$ cat src/hw/rtl/ptok_pkg.sv
// Shared constants, types and helpers of the property line tokenizer.
package ptok_pkg;

	localparam int PEND_DEPTH_DEF = 16;

	localparam logic [2:0] MODE_LINE    = 3'd0;
	localparam logic [2:0] MODE_COMMENT = 3'd1;
	localparam logic [2:0] MODE_KEY     = 3'd2;
	localparam logic [2:0] MODE_VALUE   = 3'd3;
	localparam logic [2:0] MODE_ESC     = 3'd4;
	localparam logic [2:0] MODE_ESC_CR  = 3'd5;

	localparam logic [1:0] KIND_KEY   = 2'd0;
	localparam logic [1:0] KIND_VALUE = 2'd1;
	localparam logic [1:0] KIND_END   = 2'd2;

	localparam logic [7:0] CH_NUL  = 8'h00;
	localparam logic [7:0] CH_TAB  = 8'h09;
	localparam logic [7:0] CH_LF   = 8'h0A;
	localparam logic [7:0] CH_FF   = 8'h0C;
	localparam logic [7:0] CH_CR   = 8'h0D;
	localparam logic [7:0] CH_SP   = 8'h20;
	localparam logic [7:0] CH_HASH = 8'h23;
	localparam logic [7:0] CH_BANG = 8'h21;
	localparam logic [7:0] CH_EQ   = 8'h3D;
	localparam logic [7:0] CH_COL  = 8'h3A;
	localparam logic [7:0] CH_BSL  = 8'h5C;
	localparam logic [7:0] CH_T    = 8'h74;
	localparam logic [7:0] CH_R    = 8'h72;
	localparam logic [7:0] CH_N    = 8'h6E;
	localparam logic [7:0] CH_F    = 8'h66;

	typedef struct packed {
		logic accept;
		logic rd;
		logic ld_flush;
		logic ld_char;
		logic ld_end;
	} cmd_t;

	typedef struct packed {
		logic has_flush;
		logic has_char;
		logic has_end;
		logic slot_free;
		logic flush_last;
	} status_t;

	function automatic logic is_ws(input logic [7:0] c);
		return (c == CH_SP) || ((c >= CH_TAB) && (c <= CH_CR));
	endfunction

endpackage

$ cat src/hw/rtl/property_line_tokenizer.sv
// Top level of the property line tokenizer.
//
//  channel  dir  handshake           payload
//  input    in   in_valid/in_ready   func, byte_req
//  output   out  out_valid/out_ready kind, ch, overflow, last
//
// A request with no result ends on acceptance; one with a single result then
// passes the CHR or END state. Each held whitespace byte flushed ahead of a
// key/value byte adds a registered buffer read (FL_RD), then an output load (FL_OUT).
// arst_n clears parse state, fill count and output valid; the buffer needs no clearing.
// A stalled output holds the sequencer; in_ready is high only between requests.
module property_line_tokenizer #(
	parameter int PEND_DEPTH = ptok_pkg::PEND_DEPTH_DEF
) (
	input  logic       clk,
	input  logic       arst_n,
	input  logic       in_valid,
	output logic       in_ready,
	input  logic       func,
	input  logic [7:0] byte_req,
	output logic       out_valid,
	input  logic       out_ready,
	output logic [1:0] kind,
	output logic [7:0] ch,
	output logic       overflow,
	output logic       last
);

	ptok_pkg::cmd_t    cmd;
	ptok_pkg::status_t stat;

	ptok_ctrl u_ctrl (
		.clk      (clk),
		.arst_n   (arst_n),
		.in_valid (in_valid),
		.in_ready (in_ready),
		.stat     (stat),
		.cmd      (cmd)
	);

	ptok_dp #(
		.PEND_DEPTH (PEND_DEPTH)
	) u_dp (
		.clk       (clk),
		.arst_n    (arst_n),
		.func      (func),
		.byte_req  (byte_req),
		.out_valid (out_valid),
		.out_ready (out_ready),
		.kind      (kind),
		.ch        (ch),
		.overflow  (overflow),
		.last      (last),
		.cmd       (cmd),
		.stat      (stat)
	);

endmodule

$ cat src/hw/rtl/ptok_ctrl.sv
// Sequencer of the property line tokenizer: accept, flush held bytes, emit.
module ptok_ctrl (
	input  logic              clk,
	input  logic              arst_n,
	input  logic              in_valid,
	output logic              in_ready,
	input  ptok_pkg::status_t stat,
	output ptok_pkg::cmd_t    cmd
);

	localparam logic [2:0] ST_IDLE   = 3'd0;
	localparam logic [2:0] ST_FL_RD  = 3'd1;
	localparam logic [2:0] ST_FL_OUT = 3'd2;
	localparam logic [2:0] ST_CHR    = 3'd3;
	localparam logic [2:0] ST_END    = 3'd4;

	logic [2:0] state_q;
	logic [2:0] state_n;

	assign in_ready     = (state_q == ST_IDLE);
	assign cmd.accept   = in_valid && (state_q == ST_IDLE);
	assign cmd.rd       = (state_q == ST_FL_RD);
	assign cmd.ld_flush = (state_q == ST_FL_OUT) && stat.slot_free;
	assign cmd.ld_char  = (state_q == ST_CHR) && stat.slot_free;
	assign cmd.ld_end   = (state_q == ST_END) && stat.slot_free;

	always_comb begin
		state_n = state_q;
		case (state_q)
			ST_IDLE: begin
				if (in_valid) begin
					if (stat.has_flush)
						state_n = ST_FL_RD;
					else if (stat.has_char)
						state_n = ST_CHR;
					else if (stat.has_end)
						state_n = ST_END;
				end
			end
			ST_FL_RD: state_n = ST_FL_OUT;
			ST_FL_OUT: begin
				if (stat.slot_free)
					state_n = stat.flush_last ? ST_CHR : ST_FL_RD;
			end
			ST_CHR, ST_END: begin
				if (stat.slot_free)
					state_n = ST_IDLE;
			end
			default: state_n = ST_IDLE;
		endcase
	end

	always_ff @(posedge clk or negedge arst_n) begin
		if (!arst_n)
			state_q <= ST_IDLE;
		else
			state_q <= state_n;
	end

endmodule

$ cat src/hw/rtl/ptok_dp.sv
// Datapath of the property line tokenizer: parse state, whitespace buffer, output register.
module ptok_dp #(
	parameter int PEND_DEPTH = ptok_pkg::PEND_DEPTH_DEF
) (
	input  logic              clk,
	input  logic              arst_n,
	input  logic              func,
	input  logic [7:0]        byte_req,
	output logic              out_valid,
	input  logic              out_ready,
	output logic [1:0]        kind,
	output logic [7:0]        ch,
	output logic              overflow,
	output logic              last,
	input  ptok_pkg::cmd_t    cmd,
	output ptok_pkg::status_t stat
);

	localparam int CW = $clog2(PEND_DEPTH + 1);
	localparam int AW = (PEND_DEPTH > 1) ? $clog2(PEND_DEPTH) : 1;

	// parse state
	logic [2:0]    mode_q;
	logic          vs_q;
	logic [CW-1:0] cnt_q;
	logic          ovf_q;
	logic          rdrop_q;

	// held whitespace
	logic [7:0]    mem_q [PEND_DEPTH];
	logic [7:0]    rd_data_q;

	// latched plan of the current request
	logic [CW-1:0] idx_q;
	logic [CW-1:0] fl_n_q;
	logic [7:0]    chr_q;
	logic [1:0]    chr_kind_q;
	logic          end_ovf_q;

	// output register
	logic          ov_q;
	logic [1:0]    kind_q;
	logic [7:0]    ch_q;
	logic          ovfo_q;
	logic          last_q;

	logic          is_nl;
	logic          is_sep;
	logic [2:0]    nmode;
	logic          act_ch;
	logic [1:0]    ckind;
	logic [7:0]    cval;
	logic          act_end;
	logic          act_sv;
	logic          act_clr;

	logic [CW-1:0] cnt_e;
	logic          rd_e;
	logic          ovf_e;
	logic          vs_e;
	logic          c_ws;
	logic          hold;
	logic          hold_wr;
	logic          emit;
	logic [CW-1:0] cnt_n;
	logic          rd_n;
	logic          ovf_n;
	logic          vs_n;

	assign is_nl  = byte_req inside {ptok_pkg::CH_LF, ptok_pkg::CH_CR};
	assign is_sep = byte_req inside {ptok_pkg::CH_EQ, ptok_pkg::CH_COL};

	always_comb begin
		nmode   = mode_q;
		act_ch  = 1'b0;
		ckind   = ptok_pkg::KIND_KEY;
		cval    = byte_req;
		act_end = 1'b0;
		act_sv  = 1'b0;
		act_clr = 1'b0;
		if (func) begin
			if (mode_q >= ptok_pkg::MODE_KEY && mode_q <= ptok_pkg::MODE_ESC_CR)
				act_end = 1'b1;
			nmode = ptok_pkg::MODE_LINE;
		end else begin
			case (mode_q)
				ptok_pkg::MODE_COMMENT: begin
					if (is_nl)
						nmode = ptok_pkg::MODE_LINE;
				end
				ptok_pkg::MODE_KEY: begin
					if (is_sep)
						act_sv = 1'b1;
					else if (is_nl)
						act_end = 1'b1;
					else
						act_ch = 1'b1;
				end
				ptok_pkg::MODE_VALUE, ptok_pkg::MODE_ESC_CR: begin
					nmode = ptok_pkg::MODE_VALUE;
					// LF right after an escaped CR is part of the continuation
					if (!(mode_q == ptok_pkg::MODE_ESC_CR && byte_req == ptok_pkg::CH_LF)) begin
						if (byte_req == ptok_pkg::CH_BSL)
							nmode = ptok_pkg::MODE_ESC;
						else if (is_nl || byte_req == ptok_pkg::CH_NUL)
							act_end = 1'b1;
						else begin
							act_ch = 1'b1;
							ckind  = ptok_pkg::KIND_VALUE;
						end
					end
				end
				ptok_pkg::MODE_ESC: begin
					nmode = ptok_pkg::MODE_VALUE;
					ckind = ptok_pkg::KIND_VALUE;
					case (byte_req)
						ptok_pkg::CH_T: begin act_ch = 1'b1; cval = ptok_pkg::CH_TAB; end
						ptok_pkg::CH_R: begin act_ch = 1'b1; cval = ptok_pkg::CH_CR; end
						ptok_pkg::CH_N: begin act_ch = 1'b1; cval = ptok_pkg::CH_LF; end
						ptok_pkg::CH_F: begin act_ch = 1'b1; cval = ptok_pkg::CH_FF; end
						ptok_pkg::CH_CR: nmode = ptok_pkg::MODE_ESC_CR;
						ptok_pkg::CH_LF: nmode = ptok_pkg::MODE_VALUE;
						ptok_pkg::CH_NUL: act_end = 1'b1;
						default: act_ch = 1'b1;
					endcase
				end
				default: begin
					nmode = ptok_pkg::MODE_LINE;
					if (!ptok_pkg::is_ws(byte_req)) begin
						if (byte_req inside {ptok_pkg::CH_HASH, ptok_pkg::CH_BANG})
							nmode = ptok_pkg::MODE_COMMENT;
						else if (is_sep) begin
							act_clr = 1'b1;
							act_sv  = 1'b1;
						end else begin
							act_clr = 1'b1;
							act_ch  = 1'b1;
							nmode   = ptok_pkg::MODE_KEY;
						end
					end
				end
			endcase
		end
		if (act_end)
			nmode = ptok_pkg::MODE_LINE;
		if (act_sv)
			nmode = ptok_pkg::MODE_VALUE;
	end

	always_comb begin
		cnt_e   = act_clr ? '0 : cnt_q;
		rd_e    = act_clr ? 1'b0 : rdrop_q;
		ovf_e   = act_clr ? 1'b0 : ovf_q;
		vs_e    = act_clr ? 1'b0 : vs_q;
		c_ws    = ptok_pkg::is_ws(cval);
		hold    = act_ch && c_ws && (ckind == ptok_pkg::KIND_KEY || vs_e);
		hold_wr = hold && (cnt_e < CW'(PEND_DEPTH));
		emit    = act_ch && !c_ws;
		cnt_n   = cnt_e;
		rd_n    = rd_e;
		ovf_n   = ovf_e;
		vs_n    = vs_e;
		if (hold_wr)
			cnt_n = cnt_e + CW'(1);
		else if (hold)
			rd_n = 1'b1;
		if (emit) begin
			cnt_n = '0;
			ovf_n = ovf_e | rd_e;
			rd_n  = 1'b0;
			if (ckind == ptok_pkg::KIND_VALUE)
				vs_n = 1'b1;
		end
		if (act_sv) begin
			cnt_n = '0;
			rd_n  = 1'b0;
			vs_n  = 1'b0;
		end
		if (act_end) begin
			cnt_n = '0;
			rd_n  = 1'b0;
			ovf_n = 1'b0;
			vs_n  = 1'b0;
		end
	end

	assign stat.has_flush  = emit && (cnt_e != '0);
	assign stat.has_char   = emit;
	assign stat.has_end    = act_end;
	assign stat.slot_free  = !ov_q || out_ready;
	assign stat.flush_last = (CW'(idx_q + CW'(1)) == fl_n_q);

	always_ff @(posedge clk or negedge arst_n) begin
		if (!arst_n) begin
			mode_q  <= ptok_pkg::MODE_LINE;
			vs_q    <= 1'b0;
			cnt_q   <= '0;
			ovf_q   <= 1'b0;
			rdrop_q <= 1'b0;
		end else if (cmd.accept) begin
			mode_q  <= nmode;
			vs_q    <= vs_n;
			cnt_q   <= cnt_n;
			ovf_q   <= ovf_n;
			rdrop_q <= rd_n;
		end
	end

	always_ff @(posedge clk) begin
		if (cmd.accept && hold_wr)
			mem_q[cnt_e[AW-1:0]] <= cval;
		if (cmd.rd)
			rd_data_q <= mem_q[idx_q[AW-1:0]];
	end

	always_ff @(posedge clk) begin
		if (cmd.accept) begin
			fl_n_q     <= cnt_e;
			chr_q      <= cval;
			chr_kind_q <= ckind;
			end_ovf_q  <= ovf_q;
			idx_q      <= '0;
		end else if (cmd.ld_flush) begin
			idx_q <= idx_q + CW'(1);
		end
	end

	always_ff @(posedge clk or negedge arst_n) begin
		if (!arst_n)
			ov_q <= 1'b0;
		else if (cmd.ld_flush || cmd.ld_char || cmd.ld_end)
			ov_q <= 1'b1;
		else if (out_ready)
			ov_q <= 1'b0;
	end

	always_ff @(posedge clk) begin
		if (cmd.ld_flush) begin
			kind_q <= chr_kind_q;
			ch_q   <= rd_data_q;
			ovfo_q <= 1'b0;
			last_q <= 1'b0;
		end else if (cmd.ld_char) begin
			kind_q <= chr_kind_q;
			ch_q   <= chr_q;
			ovfo_q <= 1'b0;
			last_q <= 1'b1;
		end else if (cmd.ld_end) begin
			kind_q <= ptok_pkg::KIND_END;
			ch_q   <= ptok_pkg::CH_NUL;
			ovfo_q <= end_ovf_q;
			last_q <= 1'b1;
		end
	end

	assign out_valid = ov_q;
	assign kind      = kind_q;
	assign ch        = ch_q;
	assign overflow  = ovfo_q;
	assign last      = last_q;

endmodule

$ cat config.mk
export PLATFORM = sky130hd
export DESIGN_NAME = property_line_tokenizer
export DESIGN_NICKNAME = d
export VERILOG_FILES = /design/src/hw/rtl/ptok_pkg.sv /design/src/hw/rtl/property_line_tokenizer.sv /design/src/hw/rtl/ptok_ctrl.sv /design/src/hw/rtl/ptok_dp.sv
export SDC_FILE = /design/constraint.sdc
export NUM_CORES = 1
export LEC_CHECK = 0
export BUFFER_PORTS_ARGS = -buffer_cell sky130_fd_sc_hd__buf_4
export CORE_ASPECT_RATIO = 1.4
export CORE_UTILIZATION = 47
export CTS_BUF_LIST = sky130_fd_sc_hd__clkbuf_4 sky130_fd_sc_hd__clkbuf_8 sky130_fd_sc_hd__clkbuf_16
export CTS_CLUSTER_DIAMETER = 80
export DETAILED_ROUTE_END_ITERATION = 10
export GPL_TIMING_DRIVEN = 0
export SLEW_MARGIN = 25
export SYNTH_ARGS = -nofsm -noshare
export SYNTH_HDL_FRONTEND = slang
export SYNTH_SLANG_ARGS = --single-unit
$ cat constraint.sdc
create_clock -name clk -period 8.36 [get_ports clk]
set_input_delay 2.508 -clock clk [delete_from_list [all_inputs] [get_ports clk]]
set_output_delay 2.508 -clock clk [all_outputs]
set_load 0.005 [all_outputs]
# ---- After elaboration in Yosys (flattened, before gate mapping)
# Memories as Yosys holds them, arrays and structs flattened. A register that Yosys moved wholly into a read port is not among the register bits.
# Index checks and enable logic that the tools add are counted.
# W data, S select, Z words.
dict set report totals {
  regBits 48
  ram_bits 128
  in_bits 13
  output_inout_bits 14
  n_memories 1
}
# memory words width read_ports rd_clocked_by_memory_dff write_ports line
set mem_list {}
lappend mem_list {u_dp.mem_q 16 8 1 1 1 ptok_dp.sv:30} ;# logic [7:0] mem_q [PEND_DEPTH];
dict set report op_classes {
  add_sub_neg 2
  n_lt_le_gt_ge 7
  eq_ne 30
  mux 87
  bitwise 1
  n_reduce_logical 41
}
# cell n
set op_table {}
lappend op_table {{$eq A8 B6 Y1 const B} 6}
lappend op_table {{$mux W1} 47}
lappend op_table {{$mux W3} 15}
lappend op_table {{$eq A8 B7 Y1 const B} 5}
lappend op_table {{$mux W8} 5}
lappend op_table {{$pmux W8 S4} 1}
lappend op_table {{$mux W5} 5}
lappend op_table {{$pmux W3 S4} 2}
lappend op_table {{$eq A8 B4 Y1 const B} 2}
lappend op_table {{$ge A8 B4 Y1 const B} 2}
lappend op_table {{$le A8 B4 Y1 const B} 2}
lappend op_table {{$mux W2} 8}
lappend op_table {{$logic_and A1 B1 Y1} 14}
lappend op_table {{$eq A3 B2 Y1 const B} 4}
lappend op_table {{$add A5 B1 Y5 const B} 2}
lappend op_table {{$reduce_bool A2 Y1} 5}
lappend op_table {{$eq A3 B3 Y1 const B} 3}
lappend op_table {{$logic_not A8 Y1} 1}
lappend op_table {{$logic_or A1 B1 Y1} 7}
lappend op_table {{$eq A3 B1 Y1 const B} 2}
lappend op_table {{$reduce_or A2 Y1} 3}
lappend op_table {{$eq A5 B5 Y1} 1}
lappend op_table {{$lt A5 B5 Y1 const B} 1}
lappend op_table {{$ne A5 B2 Y1 const B} 1}
lappend op_table {{other kinds (22)} 24}

# ---- Longest topological paths before layout
# Gate-level depths: netlist of run 1.
dict set report depth {
  ltp_word 16
  ltp_mapped 11
  mapped_depth_nobuf 9
}

# ---- Hierarchy
# From an unflattened synthesis of run 1, not the netlist that was laid out.
dict set report hier_totals {
  hier_cells 500
  hier_area_um2 8066.5
}
# mod instances cells_each area_per_inst_um2 seq_area_each_um2
set modules_own_cells {}
lappend modules_own_cells {ptok_dp 1 473 7812.5 5275.1}
lappend modules_own_cells {ptok_ctrl 1 27 254.0 75.1}

# ---- Worst setup path before layout of run 1
# OpenSTA, ideal clock, no wires.
dict set report synth_path {
  kind {input-to-reg}
  start {input port byte_req[1]}
  end {memory u_dp.mem_q[15][0], enable pin}
  setup_ns 0.395
  t_arrival_ns 5.046
  slack_ns 2.919
  stages 8
  n_path_buf 2
  cell_sequence {buf_2 and4bb_1 or3_1 o31ai_2 a221oi_2 or3b_4 buf_6 nor4_1}
}
dict set report synth_between {
  elab_chain_cells 15
  word_cells_on_any_way 62
  cone_classes {order compare: 5; eq/ne: 13; mux: 27; reduce/logical: 17}
}
# item line
set synth_lines {}
lappend synth_lines {{from (decl)} property_line_tokenizer.sv:20} ;# input logic [7:0] byte_req,
lappend synth_lines {{parallel branches: the longest is 15 deep, another holds $ge A8 B4 Y1} -}
lappend synth_lines {{to (decl)} ptok_dp.sv:30}
# Several ways; the timed one is not identified.

# ---- Worst setup path after layout of run 1
dict set report layout_path {
  start {input port byte_req[6]}
  end {memory u_dp.mem_q[8][5], enable pin}
}
# The elaborated chain is that of the path after synthesis.

==> results.txt, run 1 <==
----------------------------------------------------
[Run status]
  Outcome ... completed

[Global route]
  Pin count of the biggest net entering global routing ... 23
  Vias in the first global route ... 5009
  Total global-route track usage ... 20.9%
  Global-route wire length before repair ... 28100 um
  Number of antenna violations at the first check in global routing ... 0
  Total overflow reported by the global router ... 0

[Worst setup path]
  Endpoint arrival time on the critical path ... 5.38 ns
  Worst-path cell chain ... clkbuf_1, nor4b_2, o311ai_1, o21ai_1, o221a_1, or3b_4, buf_6, nor4_2, and2_1
  Nature of the critical path endpoint ... flop
  Slowest stage cell on the critical path ... sky130_fd_sc_hd__and2_1
  Max Fanout on Critical Path ... 10
  Worst path required time ... 8.43 ns
  Kind of start point of the critical path ... primary input
  Longest individual stage delay on the worst path ... 0.48 ns
  Category of the critical setup timing path ... primary input to flop

[Detailed routing]
  DR pass1 iterations ... 5
  Post-route ant nets ... 0
  DRC Markers ... 0
  Wire per inst ... 21.1 um
  Wirelength, routed ... 17600 um
  DRC marker count from the first detailed-route iteration ... 368
  Vias after detailed routing ... 4863
  Vias per Instance ... 5.84

[Job]
  Max-cap violation count ... 0

[STA]
  Final worst path period need ... 5.31 ns
  Worst-case headroom to the max-slew limit ... 33.3%
  Number of hold violations in the final report ... 0
  Total count of max-transition violations in the final report ... 0
  Final worst hold slack ... 0.466 ns
  Tcrit/Tclk final ... 63.5%
  Count of endpoints failing setup in the final report ... 0
  Transition at the pin with the smallest max-transition slack ... 0.996 ns
  Fmax ... 188 MHz
  Setup skew after layout ... 0.0129 ns
  RSZ-0062 raised after global routing ... no
  Setup Total Neg Slack ... 0 ns

[Synth]
  Cell count after synthesis ... 542
  Number of register bits inferred by synthesis ... 183
  Cell type contributing the most total cell area after synthesis ... sky130_fd_sc_hd__edfxtp_1
  Synthesized Nets ... 560
  Sequential cell area fraction in the yosys report ... 64.4%
  Syn Std Cell Area ... 8310 sq um
  Asr flop ratio synth ... 8.20%
  Unique masters post-synth ... 77
  Average cell area after synthesis ... 15.3 sq um
  Top_reg_cell synth ... sky130_fd_sc_hd__edfxtp_1
  Number of enable-type register cells in the synthesized netlist ... 161
  Top-area cell type share of the netlist area ... 58.2%
  Yosys warning count ... 0
  Dominant cells by area after synthesis ... sky130_fd_sc_hd__edfxtp_1 58%, sky130_fd_sc_hd__mux4_2 11%, sky130_fd_sc_hd__dfrtp_1 4.5%

[CTS]
  Clk pin slew, worst setup/hold paths ... 0.07 ns
  CTS-repair resized insts ... 0
  H-tree depth reported by CTS ... 4
  Number of buffers created by CTS ... 17
  Number of buffers on the longest clock path ... 2
  Worst-Skew Late Latency ... 0.42 ns
  Post-CTS Hold Fix Bufs ... 0
  CTS tree ... done
  Number of setup buffers added after CTS ... 0
  Clk sinks ... 183
  CTS root buf ... sky130_fd_sc_hd__clkbuf_16

[Floorplanning]
  Die Area ... 18200 sq um
  Core region area ... 17300 sq um
  Num ports ... 27
  Chip Height ... 159 um
  Width of the die ... 114 um
  Starting Density ... 48.0%
  Number of rows in the core area ... 57

[Placed design]
  HPWL after detailed placement ... 12800 um
  Quantity of I/O buffers inserted on ports ... 22
  RD Place Congestion ... 0.864

[Power]
  Leakage Power ... 3.15 nW
  Power density normalized to cell area ... 265 nW/um^2
  Largest vdd supply drop ... 0.000194 V

[Hold path]
  Min-delay worst type ... flop to flop

[Final layout]
  Leading cell type in the layout, fill and taps excluded ... sky130_fd_sc_hd__edfxtp_1
  Synth-to-layout area growth ... 13.2%
  Nets ... 602
  Highest-count cells in the layout ignoring fill and taps ... 161 x sky130_fd_sc_hd__edfxtp_1, 40 x sky130_fd_sc_hd__mux4_2, 28 x sky130_fd_sc_hd__nor2_1
  Share of final-layout standard cells stronger than drive strength 1 ... 22.4%
  Count of inserted antenna diode cells ... 0

----------------------------------------------------
## synthesized netlist by cell type, types with 6 or more instances
| master | count |
|---|---|
| sky130_fd_sc_hd__edfxtp_1 | 161 |
| sky130_fd_sc_hd__mux4_2 | 40 |
| sky130_fd_sc_hd__nor2_1 | 28 |
| sky130_fd_sc_hd__nand2_1 | 26 |
| sky130_fd_sc_hd__clkbuf_1 | 18 |
| sky130_fd_sc_hd__a21oi_1 | 17 |
| sky130_fd_sc_hd__inv_1 | 17 |
| sky130_fd_sc_hd__dfrtp_1 | 15 |
| sky130_fd_sc_hd__and2_1 | 14 |
| sky130_fd_sc_hd__nand3_1 | 11 |
| sky130_fd_sc_hd__o21ai_0 | 11 |
| sky130_fd_sc_hd__a22o_1 | 8 |
| sky130_fd_sc_hd__a31oi_1 | 7 |
| sky130_fd_sc_hd__buf_2 | 7 |
| sky130_fd_sc_hd__dfxtp_1 | 7 |
| sky130_fd_sc_hd__nor3_1 | 7 |
| sky130_fd_sc_hd__buf_1 | 6 |
| sky130_fd_sc_hd__xnor2_1 | 6 |
| sky130_fd_sc_hd__xor2_1 | 6 |
## worst max-delay path, delay by kind of cell
kind                   cells  cell delay (ns)
AND/OR/NAND/NOR            4             1.47
AO/OA/AOI/OAI              3             0.86
buffers and inverters      2             0.53
## routing by layer
layer,global-route usage [%],up-vias,routed length [um]
met5,0,-,0
met4,7.20,0,356
met3,3.27,21,609
met2,37.4,135,9700
met1,25.4,2474,6910
li1,-,2233,-
## area by class of cell
| type | count | area, sq um |
|---|---|---|
| buffer | 37 | 180 |
| clock buffer | 17 | 425 |
| clock inverter | 15 | 185 |
| fill | 1428 | 7920 |
| inverter | 18 | 67.6 |
| multi-input combinational | 304 | 2730 |
| sequential | 183 | 5350 |
| tap | 236 | 295 |
| timing repair buffer | 23 | 170 |
## logic make-up after synthesis
kind of cell | share of synthesized area, %
xor gates and xnor gates | 1.26
muxes | 11.6
and+or+nand+nor | 11.4
adders and majority gates | 0.753
DFF | 64.4
buffers and inverters | 2.95
AOI/OAI and AO/OA | 7.63
## final timing paths
| path | startpoint | slack, ns | endpoint | cells after the start |
|---|---|---|---|---|
| max | byte_req[6] | 3.05 | u_dp.mem_q[8][5]$_DFFE_PP_ | 9 |
| min | u_dp.ovf_q$_DFFE_PN0P_ | 0.47 | u_dp.end_ovf_q$_DFFE_PP_ | 0 |
| max reg2reg | u_dp.mode_q[1]$_DFFE_PN0P_ | 4.82 | u_dp.mem_q[8][5]$_DFFE_PP_ | 9 |
| min reg2reg | u_dp.ovf_q$_DFFE_PN0P_ | 0.47 | u_dp.end_ovf_q$_DFFE_PP_ | 0 |
| max in group asynchronous | arst_n | 6.25 | u_dp.cnt_q[0]$_DFFE_PN0P_ | 1 |
| min in group asynchronous | arst_n | 1.92 | u_dp.out_valid$_DFFE_PN0P_ | 1 |
## power breakdown
| part | leakage [nW] | internal (mW) | switching, mW | total [mW] |
|---|---|---|---|---|
| logic | 1.12 | 0.249 | 0.319 | 0.568 |
| registers | 1.72 | 1.09 | 0.0262 | 1.11 |
| clock network | 0.299 | 0.432 | 0.378 | 0.810 |
## sequential cells by signal (all words and copies together) (netlist names), 2 cells and up
signal	flops
u_dp.mode_q	3
u_dp.mem_q	128
u_dp.cnt_q	5
u_dp.kind	2
u_dp.ch	8
u_dp.idx_q	5
u_dp.chr_q	8
u_ctrl.state_q	3
u_dp.rd_data_q	8
u_dp.fl_n_q	5
## through the flow
stage	setup WS (ns)	utilization [%]	power [mW]	area [sq um]	cells
after global placement	1.86	50.6	1.70	8770	800
final	3.05	54.3	2.49	9410	833
after global routing	2.90	54.3	2.61	9410	833
after CTS	3.03	54.2	2.51	9400	833
after detailed placement	2.62	50.7	1.71	8790	801
after floorplan	2.92	-	1.53	8310	542
No activity file was read; power rests on OpenSTA's default activity.
==> run 2: changes to the inputs <==
--- a/config.mk
+++ b/config.mk
@@ -5,6 +5,7 @@
 export SDC_FILE = /design/constraint.sdc
 export NUM_CORES = 1
 export LEC_CHECK = 0
+export ABC_AREA = 1
 export BUFFER_PORTS_ARGS = -buffer_cell sky130_fd_sc_hd__buf_4
 export CORE_ASPECT_RATIO = 1.4
 export CORE_UTILIZATION = 47
@@ -12,6 +13,7 @@
 export CTS_CLUSTER_DIAMETER = 80
 export DETAILED_ROUTE_END_ITERATION = 10
 export GPL_TIMING_DRIVEN = 0
+export PLACE_DENSITY = 0.66
 export SLEW_MARGIN = 25
 export SYNTH_ARGS = -nofsm -noshare
 export SYNTH_HDL_FRONTEND = slang
==> constraint.sdc (replaced) <==
create_clock -name clk -period 4.5 [get_ports clk]
set_input_delay 1.35 -clock clk [delete_from_list [all_inputs] [get_ports clk]]
set_output_delay 1.35 -clock clk [all_outputs]
set_load 0.005 [all_outputs]
==> run 2 against run 1 <==
Clock power increased by 80%. Flip-flop and latch count unchanged. Combinational power increased to 2.7 times the previous value. Sequential power increased by 95%. Utilization decreased by 0.11 points. Register-to-register slack got worse by 3.9 ns. Setup slack got worse by 2.7 ns. Clock skew decreased by 0.0024 ns. Via count increased by 16%. Non-clock buffer count decreased by 6. Global-route usage increased by 1.9 points.
==> results.txt, run 2 <==
----------------------------------------------------
[Run status]
  Outcome ... completed

[Power]
  Power density normalized to cell area ... 550 nW/um^2 (+110%)
  Leakage Power ... 3.50 nW (+11%)
  Net switching power ... 1.81 mW (+150%)
  Net Sw Frac ... 35.0% (+6.0 points)
  Clock power share ... 28.3% (-4.2 points)
  Overall power ... 5.16 mW (+110%)
  Cell internal pwr ... 3.35 mW (+90%)
  Combinational share of power ... 29.8% (+7.0 points)
  Portion of total power attributed to sequential cells ... 41.9% (-2.8 points)
  Largest vdd supply drop ... 0.000322 V (+66%)

[Final layout]
  Count of inserted antenna diode cells ... 0 (unchanged)
  Post-route cell area ... 9390 sq um (-0.20%)
  Synth-to-layout area growth ... 13.3%
  Max FFs per register ... 128 (unchanged)
  Non-filler instance count after layout ... 1019 (+22%)
  Share of final-layout standard cells stronger than drive strength 1 ... 15.1% (-7.4 points)
  Leading cell type in the layout, fill and taps excluded ... sky130_fd_sc_hd__edfxtp_1
  Highest-count cells in the layout ignoring fill and taps ... 161 x sky130_fd_sc_hd__edfxtp_1, 110 x sky130_fd_sc_hd__nor2_1, 91 x sky130_fd_sc_hd__nand2_1
  Nets ... 789 (+31%)

[Synth]
  Asr flop ratio synth ... 8.20% (unchanged)
  Top_reg_cell synth ... sky130_fd_sc_hd__edfxtp_1
  Average cell area after synthesis ... 11.4 sq um (-25%)
  Dominant cells by area after synthesis ... sky130_fd_sc_hd__edfxtp_1 58%, sky130_fd_sc_hd__nor2_1 5.1%, sky130_fd_sc_hd__dfrtp_1 4.5%
  Sequential cell area fraction in the yosys report ... 64.6% (+0.21 points)
  Number of register bits inferred by synthesis ... 183 (unchanged)
  Cell count after synthesis ... 725 (+34%)
  Cell type contributing the most total cell area after synthesis ... sky130_fd_sc_hd__edfxtp_1
  Synth cell count leaders ... 161 x sky130_fd_sc_hd__edfxtp_1, 113 x sky130_fd_sc_hd__nor2_1, 91 x sky130_fd_sc_hd__nand2_1, 56 x sky130_fd_sc_hd__inv_1, 48 x sky130_fd_sc_hd__o21ai_0
  Most common cell in the synthesized netlist ... sky130_fd_sc_hd__edfxtp_1
  Syn Std Cell Area ... 8280 sq um (-0.33%)
  Top-area cell type share of the netlist area ... 58.4% (+0.19 points)
  Unique masters post-synth ... 46 (-40%)
  Yosys warning count ... 0 (unchanged)
  Number of enable-type register cells in the synthesized netlist ... 161 (unchanged)
  Synthesized Nets ... 743 (+33%)

[STA]
  Setup skew after layout ... 0.0105 ns (-0.00242 ns)
  Fmax ... 239 MHz
  Total count of max-transition violations in the final report ... 0 (unchanged)
  Worst-case headroom to the max-slew limit ... 33.1% (-0.22 points)
  RSZ-0062 raised after global routing ... no
  Transition at the pin with the smallest max-transition slack ... 1.00 ns (+0.00694 ns)
  Setup Total Neg Slack ... 0 ns (unchanged)
  Tcrit/Tclk final ... 92.9%
  Number of hold violations in the final report ... 0 (unchanged)
  Final worst path period need ... 4.18 ns
  Count of endpoints failing setup in the final report ... 0 (unchanged)
  Final worst hold slack ... 0.470 ns (+0.00346 ns)

[Floorplanning]
  Core region area ... 17300 sq um (unchanged)
  Num ports ... 27 (unchanged)
  Width of the die ... 114 um (-0.16%)
  Chip Height ... 159 um (-0.16%)
  Starting Density ... 47.8% (-0.16 points)
  Number of rows in the core area ... 57 (unchanged)
  Die Area ... 18200 sq um (-0.32%)

[Worst setup path]
  CP most frequent cell ... sky130_fd_sc_hd__nand2_1
  Max Fanout on Critical Path ... 19 (+9)
  Longest individual stage delay on the worst path ... 0.69 ns (+0.21 ns)
  Endpoint arrival time on the critical path ... 4.23 ns (-1.15 ns)
  Worst-path cell chain ... buf_4, inv_1, nand2_1, nor2_1, nand2_1, nor2_4, nor2_4, nand3_2, nand2_1, nand2_1, o21ai_1, nor2_2, nand4_4, inv_4, nand3_4, nor2_1
  Nature of the critical path endpoint ... flop
  Crit path max-delay family ... simple AND/OR/NAND/NOR gates
  Category of the critical setup timing path ... primary input to flop
  Worst path required time ... 4.55 ns (-3.88 ns)
  Kind of start point of the critical path ... primary input
  Slowest stage cell on the critical path ... sky130_fd_sc_hd__nor2_1
  Number of buffers and inverters on the critical path ... 3 (+1)

[Global route]
  Vias in the first global route ... 5652 (+13%)
  Number of antenna violations at the first check in global routing ... 0 (unchanged)
  Total global-route track usage ... 22.8% (+1.9 points)
  Pin count of the biggest net entering global routing ... 25 (+8.7%)
  Global-route wire length before repair ... 30600 um (+8.7%)
  Total overflow reported by the global router ... 0 (unchanged)

[Detailed routing]
  DRC marker count from the first detailed-route iteration ... 620 (+68%)
  Vias after detailed routing ... 5640 (+16%)
  Wire per inst ... 19.1 um (-9.6%)
  DRC Markers ... 0 (unchanged)
  Post-route ant nets ... 0 (unchanged)
  Wirelength, routed ... 19400 um (+11%)
  Vias per Instance ... 5.53 (-5.2%)
  DR pass1 iterations ... 5 (unchanged)

[CTS]
  Number of buffers on the longest clock path ... 2 (unchanged)
  CTS tree ... done
  Clk sinks ... 183 (unchanged)
  Number of buffers created by CTS ... 17 (unchanged)
  Worst-Skew Late Latency ... 0.43 ns (about the same)
  Clk pin slew, worst setup/hold paths ... 0.07 ns (about the same)
  CTS-repair resized insts ... 0 (unchanged)
  CTS root buf ... sky130_fd_sc_hd__clkbuf_16
  Number of setup buffers added after CTS ... 0 (unchanged)
  Post-CTS Hold Fix Bufs ... 0 (unchanged)
  H-tree depth reported by CTS ... 4 (unchanged)

[Placed design]
  RD Place Congestion ... 0.898 (+3.9%)
  Placed insts ... 988 (+23%)
  HPWL after detailed placement ... 13600 um (+6.3%)
  Cell area after placement ... 8800 sq um (+0.13%)
  Quantity of I/O buffers inserted on ports ... 26 (+18%)

[Job]
  Max-cap violation count ... 0 (unchanged)

[Hold path]
  Min-delay worst type ... flop to flop

----------------------------------------------------
## run 2: changes by cell type in the layout (fill, tap and decap cells not counted), moves of 20 or more
cell                       change
sky130_fd_sc_hd__nor2_1       +82
sky130_fd_sc_hd__nand2_1      +65
sky130_fd_sc_hd__o221ai_1     +20
sky130_fd_sc_hd__inv_1        +39
sky130_fd_sc_hd__mux4_2       -40
sky130_fd_sc_hd__o21ai_0      +37
## run 2: area by class of cell
class | instances | area [sq um]
Sequential cell | 183 | 5350
Tap cell | 236 | 295
Clock buffer | 17 | 425
Inverter | 67 | 254
Fill cell | 1468 | 7940
Clock inverter | 14 | 161
Timing Repair Buffer | 27 | 203
Buffer | 27 | 105
Multi-Input combinational cell | 448 | 2590
## run 2: path summary, 6_finish.rpt
| kind | cells after the start | startpoint | end | slack [ns] |
|---|---|---|---|---|
| max reg2reg | 15 | u_dp.mode_q[1]$_DFFE_PN0P_ | u_dp.mem_q[15][1]$_DFFE_PP_ | 0.92 |
| min reg2reg | 0 | u_dp.ovf_q$_DFFE_PN0P_ | u_dp.end_ovf_q$_DFFE_PP_ | 0.47 |
| max | 16 | byte_req[4] | u_dp.mem_q[15][1]$_DFFE_PP_ | 0.32 |
| max in group asynchronous | 1 | arst_n | u_dp.cnt_q[0]$_DFFE_PN0P_ | 3.56 |
| min in group asynchronous | 1 | arst_n | u_dp.ovf_q$_DFFE_PN0P_ | 0.76 |
| min | 0 | u_dp.ovf_q$_DFFE_PN0P_ | u_dp.end_ovf_q$_DFFE_PP_ | 0.47 |
## run 2: metrics by stage
stage               util (%)  setup slack, ns
floorplan                  -            0.644
global placement        50.6           -0.570
detailed placement      50.8          -0.0933
CTS                     54.2            0.339
global route            54.2           0.0903
finish                  54.2            0.318
## run 2: kinds of logic (layout without fill, tap and decap cells)
| kind of cell | Yosys count | after routing | share of synthesized area, % |
|---|---|---|---|
| buf+inv | 94 | 152 | 4.33 |
| compound gates | 121 | 121 | 9.79 |
| simple gates | 292 | 292 | 17.1 |
| mux | 21 | 21 | 2.54 |
| flops | 183 | 183 | 64.6 |
| fa+ha+maj | 5 | 5 | 0.755 |
| xor+xnor | 9 | 9 | 0.952 |
## run 2: power by group through the flow
stage / Clock (mW) / Combinational (mW) / Sequential [mW]
3_5_place_dp: 0 / 1.53 / 2.20
3_3_place_gp: 0 / 1.49 / 2.19
4_1_cts: 1.48 / 1.53 / 2.17
5_1_grt: 1.54 / 1.69 / 2.18
6_report: 1.46 / 1.54 / 2.16
2_1_floorplan: 0 / 0.988 / 2.19
## run 2: per-layer routing
metal	global-route usage, %	wire length, um	vias up
li1	-	-	2684
met1	27.2	7320	2713
met2	40.1	10300	202
met3	3.24	1190	41
met4	10.4	595	0
met5	0	0	-
